==> config.mk <==
export PLATFORM = sky130hd
export DESIGN_NAME = lla_rule_unit
export DESIGN_NICKNAME = d
export VERILOG_FILES = /design/src/hdl/lla_pkg.sv /design/src/hdl/lla_rule_unit.sv
export SDC_FILE = /design/constraint.sdc
export NUM_CORES = 1
export LEC_CHECK = 0
export BUFFER_PORTS_ARGS = -buffer_cell sky130_fd_sc_hd__buf_2
export CORE_AREA = 2 2 39 41
export DETAILED_ROUTE_END_ITERATION = 10
export DIE_AREA = 0 0 41 43
export PLACE_DENSITY = 0.6
export SLEW_MARGIN = 20
export SYNTH_ARGS = -nofsm -noshare
export SYNTH_HDL_FRONTEND = slang
export SYNTH_SLANG_ARGS = --single-unit
==> constraint.sdc <==
create_clock -name vclk -period 6.9
set_input_delay 0.345 -clock vclk [all_inputs]
set_output_delay 0.345 -clock vclk [all_outputs]
set_load 0.02 [all_outputs]
==> src/hdl/lla_pkg.sv <==
package lla_pkg;

  // Command codes carried in the input tuser field.
  typedef enum logic [1:0] {
    CMD_WRITE = 2'd0,
    CMD_READ  = 2'd1,
    CMD_STEP  = 2'd2
  } cmd_t;

  // Configuration register indexes.
  typedef enum logic [1:0] {
    REG_BIRTH   = 2'd0,
    REG_SURVIVE = 2'd1,
    REG_ROWS    = 2'd2,
    REG_COLS    = 2'd3
  } reg_idx_t;

  typedef logic [8:0] rule_mask_t;

  // Register values after reset: B3/S23 on a full-size field.
  localparam rule_mask_t RESET_BIRTH   = 9'b000001000;
  localparam rule_mask_t RESET_SURVIVE = 9'b000001100;
  localparam logic [8:0] RESET_SIZE    = 9'd256;

  // One column of the 3x3 neighbourhood window.
  typedef struct packed {
    logic dn;
    logic mid;
    logic up;
  } column_t;

  typedef struct packed {
    column_t right;
    column_t centre;
    column_t left;
  } window_t;

  // A stored cell: the current value, and the value it held before the
  // generation sweep that last wrote it.
  typedef struct packed {
    logic prior;
    logic now;
  } cell_word_t;

endpackage

==> src/hdl/lla_rule_unit.sv <==
module lla_rule_unit import lla_pkg::*; (
  input  window_t    win,
  input  rule_mask_t birth_mask,
  input  rule_mask_t survive_mask,
  output logic       cell_next
);

  logic [3:0] count;

  // Live neighbours: the eight cells around the centre.
  assign count = 4'(win.left.up) + 4'(win.left.mid) + 4'(win.left.dn)
               + 4'(win.centre.up) + 4'(win.centre.dn)
               + 4'(win.right.up) + 4'(win.right.mid) + 4'(win.right.dn);

  // A live centre looks up the survive mask, a dead one the birth mask.
  always_comb begin
    if (win.centre.mid) begin
      cell_next = survive_mask[count];
    end else begin
      cell_next = birth_mask[count];
    end
  end

endmodule

==> flow_summary_export.csv, run 1 <==
group,metric,value,unit
status,status,"finished clean",
min_path,hp-class,"input pin to primary output",
worst_setup_path,worstSetupEndpointType,"primary output",
placement,dp_cells,73,
finish,final_util,0.362,
routing,detail_route.first_pass.iterations,1,
timing,setup_viol,0,
timing,fmax,229,MHz
floorplan,die_area,1760,um^2
worst_setup_path,worstPathArrival,4.02,ns
global_route,grt_start_max_net_pins,6,
finish,antenna_cells,0,
timing,rsz0062_at_grt,"no",
timing,finalCritPeriodShare,0.633,
pwr,vdd_ir_drop_max,0.0000693,V
timing,hold_violations,0,
timing,final.setup.tns,0,ns
yosys,yosysUniqueCellTypes,12,
global_route,grt_overflow,0,
clock_tree,cts_setup_buffers,0,
floorplan,initial_utilization,0.250,
yosys,mappedNetlistArea,345,um^2
finish,nFillCells,143,
finish,area_delta_synth_final,44.9,%
routing,ant_nets,0,
yosys,synth.top_cell.area_share,0.304,
worst_setup_path,worstPathRequired,6.55,ns
placement,hpwl,731,um
finish,drive_gt1_frac,0.526,
global_route,grt_pass1_wl,1.01,mm
routing,drt-vias-per-instance,4.36,
routing,wl_per_cell,10.2,um
pwr,p_total,0.0907,mW
placement,port_buffers,28,
yosys,postSynthCellCount,30,
timing,slew_headroom,0.814,
floorplan,core-area,1380,um^2
worst_setup_path,crit_type,"input pin to primary output",
routing,vias,318,
clock_tree,cts.hold.buffers_added,0,
yosys,yosysWarnings,0,
flow_run,drv_cap,0,
global_route,grt_pass1_vias,290,
timing,period_minus_slack,4.37,ns
min_path,hold_path_depth,4,
global_route,antenna_found_initial,0,
timing,worst_slack,2.53,ns
routing,routed_wl,748,um
finish,register_area,0,um^2
finish,multi_input_area,299,um^2
yosys,syn_area_per_cell,11.5,um^2
pwr,power_leakage,0.302,nW
finish,nClkBuffers,0,
yosys,yosysSeqAreaShare,0,
finish,flops_and_latches,0,
worst_setup_path,cp_max_fo,5,
pwr,power_density,181,nW/um^2
placement,gp_congestion,0.679,
floorplan,rows,14,
routing,drcViolationCount,0,
timing,worstMarginPinSlew,0.275,ns
worst_setup_path,cp-start-kind,"input pin",
finish,nets,93,
yosys,synth_area_leaders,"mux4_1 (30%), fa_1 (23%), inv_1 (12%)",
clock_tree,cts.repair.resized,0,
floorplan,ios,28,
floorplan,die_h,43,um
floorplan,die_x,41,um
yosys,syn-num-nets,64,
global_route,grt_usage,0.0808,
timing,drv_slew,0,
placement,pre_cts_slack,2.50,ns
yosys,yosysTopAreaCell,"mux4_1",
routing,first_iter_violations,0,
finish,final_cells,73,
-- worst max-delay path: stages --
cell and delay [ns]:
buf_2 0.07, inv_1 0.05, fa_1 0.56, fa_1 0.44, fa_1 0.49, inv_1 0.05
ha_1 0.20, fa_1 0.59, mux4_1 0.32, mux4_2 0.48, mux2_4 0.27, buf_2 0.16
-- metrics by stage --
| step | instance area, um^2 | hold slack, ns |
|---|---|---|
| floorplan | 345 | 1.01 |
| global placement | 500 | 1.24 |
| detailed placement | 500 | 1.28 |
| CTS | 500 | 1.28 |
| global route | 500 | 1.30 |
| finish | 500 | 1.26 |
-- cells in the mapped netlist --
| master | instances |
|---|---|
| a21o_1 | 1 |
| mux4_2 | 1 |
| inv_1 | 11 |
| fa_1 | 4 |
| mux2i_1 | 1 |
| nor4b_1 | 1 |
| nand2_1 | 1 |
| clkbuf_2 | 1 |
| xor2_1 | 1 |
| mux4_1 | 4 |
| ha_1 | 3 |
| mux2_4 | 1 |
-- per-layer routing --
metal	global-route usage	up-vias	wire, um
met5	0	-	0
met4	0	0	0
met3	0.00524	0	81
met1	0.0689	136	271
met2	0.181	23	395
li1	-	159	-
-- final cells by class --
cell class,count,area share
repair buffers,28,0.280
well taps,16,0.0400
inverters,11,0.0825
multi-input cells,18,0.598
-- cells by family after synthesis --
family,count (synthesis),share of synthesized area
AO/OA/AOI/OAI,1,0.0217
XOR/XNOR,1,0.0254
adder cells (fa/ha/maj),7,0.341
buffers and inverters,12,0.134
multiplexers,7,0.442
AND/OR/NAND/NOR,2,0.0362
-- power by group --
group	total [mW]	switching (mW)	internal (mW)	leakage, nW
clock	0	0	0	0
combinational	0.0907	0.0374	0.0532	0.302
sequential	0	0	0	0
-- path summary, 6_finish.rpt --
check	end	slack, ns	from
max	cell_next	2.53	win[0]
min	cell_next	1.26	win[4]
-- layout by cell type (no fill, tap or decap) --
cell and instances:
a21o_1 1, buf_2 28, fa_1 4, ha_1 3, inv_1 11, mux2_4 1, mux2i_1 1, mux4_1 4
mux4_2 1, nand2_1 1, nor4b_1 1, xor2_1 1
No activity file was read; power rests on OpenSTA's default activity.
==> run 2: changes to the inputs <==
--- a/config.mk
+++ b/config.mk
@@ -9,7 +9,7 @@
 export CORE_AREA = 2 2 39 41
 export DETAILED_ROUTE_END_ITERATION = 10
 export DIE_AREA = 0 0 41 43
-export PLACE_DENSITY = 0.6
+export PLACE_DENSITY = 0.62
 export SLEW_MARGIN = 20
 export SYNTH_ARGS = -nofsm -noshare
 export SYNTH_HDL_FRONTEND = slang
==> constraint.sdc (replaced) <==
create_clock -name vclk -period 3.7
set_input_delay 0.185 -clock vclk [all_inputs]
set_output_delay 0.185 -clock vclk [all_outputs]
set_load 0.02 [all_outputs]
==> flow_summary_export.csv, run 2 (synthesis gave the netlist of run 1 again) <==
group,metric,value,unit
status,status,"complete, but fails checks",
status,violations,"setup timing",
timing,worstMarginPinSlew,0.277,ns
clock_tree,cts.hold.buffers_added,0,
finish,final_area,532,um^2
routing,drcViolationCount,0,
floorplan,ios,28,
worst_setup_path,cp-start-kind,"input pin",
routing,drt-vias-per-instance,4.23,
floorplan,initial_utilization,0.250,
floorplan,die_area,1760,um^2
pwr,power_density,387,nW/um^2
placement,gp_congestion,0.665,
finish,flops_and_latches,0,
floorplan,core-area,1380,um^2
floorplan,rows,14,
finish,register_area,0,um^2
pwr,vdd_ir_drop_max,0.000129,V
placement,dpl_cell_area,508,um^2
timing,hold_violations,0,
placement,dp_cells,74,
finish,layout_commonest_cell,"buf_2",
timing,fmax,250,MHz
routing,first_iter_violations,9,
global_route,antenna_found_initial,0,
finish,final_cells,74,
timing,drv_slew,0,
pwr,power_leakage,0.302,nW
finish,area_delta_synth_final,54.0,%
global_route,grt_usage,0.0886,
routing,wl_per_cell,10.1,um
placement,port_buffers,28,
floorplan,die_h,43,um
finish,nClkBuffers,0,
routing,vias,313,
worst_setup_path,worstSetupEndpointType,"primary output",
routing,detail_route.first_pass.iterations,2,
global_route,grt_pass1_wl,1.15,mm
flow_run,drv_cap,0,
finish,final_cell_mix,"buf_2 (26), inv_1 (8), inv_2 (3), mux4_1 (3), fa_1 (3)",
timing,worst_hold_slack,0.877,ns
worst_setup_path,worstPathArrival,3.81,ns
placement,hpwl,683,um
worst_setup_path,worstPathRequired,3.51,ns
timing,worst_slack,-0.294,ns
finish,nets,94,
finish,antenna_cells,0,
global_route,grt_start_max_net_pins,6,
worst_setup_path,cp_max_fo,5,
timing,setup_viol,1,
timing,period_minus_slack,3.99,ns
global_route,grt_overflow,0,
routing,ant_nets,0,
global_route,grt_pass1_vias,330,
finish,final_util,0.384,
timing,slew_headroom,0.813,
routing,routed_wl,745,um
worst_setup_path,crit_type,"input pin to primary output",
floorplan,die_x,41,um
finish,nFillCells,140,
finish,drive_gt1_frac,0.638,
min_path,hp-class,"input pin to primary output",
timing,finalCritPeriodShare,1.08,
placement,pre_cts_slack,-0.367,ns
timing,rsz0062_at_grt,"yes",
==> run 2: repair_timing <==
action / CTS / global route
buffers inserted: 0 / 0
pin swaps: 0 / 5
gates resized for setup: 1 / 9
setup endpoints to repair: 1 / 1
gates cloned: 0 / 0
==> run 2: per-layer routing <==
metal / track usage / vias to the layer above / share of wire
met5: 0 / - / 0
met4: 0 / 0 / 0
met3: 0 / 0 / 0.090
met2: 0.178 / 23 / 0.48
met1: 0.101 / 130 / 0.43
li1: - / 160 / -
==> run 2: final cells by class <==
type,count,area (um^2),share of cell area
multi-input cells,18,310,0.584
repair buffers,29,160,0.301
inverters,11,41.3,0.0776
well taps,16,20.0,0.0376
==> run 2: stage by stage <==
step / TNS (ns) / power [mW]
after CTS: -0.351 / 0.183
final: -0.294 / 0.206
after global placement: -0.290 / 0.173
after floorplan: 0 / 0.133
after global routing: -0.425 / 0.229
after detailed placement: -0.367 / 0.181
==> run 2: critical path, stage by stage <==
cell and delay (ns):
buf_6 0.07, inv_2 0.03, fa_1 0.56, fa_1 0.45, fa_1 0.54, inv_2 0.05
ha_4 0.16, fa_2 0.59, mux4_2 0.32, mux4_2 0.46, mux2_4 0.27, buf_6 0.13
==> run 2: worst paths after layout <==
check | startpoint | endpoint | slack [ns] | depth (start not counted)
worst max-delay path | win[3] | cell_next | -0.29 | 12
worst min-delay path | win[4] | cell_next | 0.88 | 4
==> run 2: report_power, final <==
group          switching (mW)  total (mW)  internal [mW]
logic                  0.0789       0.206          0.127
registers                   0           0              0
clock network               0           0              0
total                  0.0789       0.206          0.127
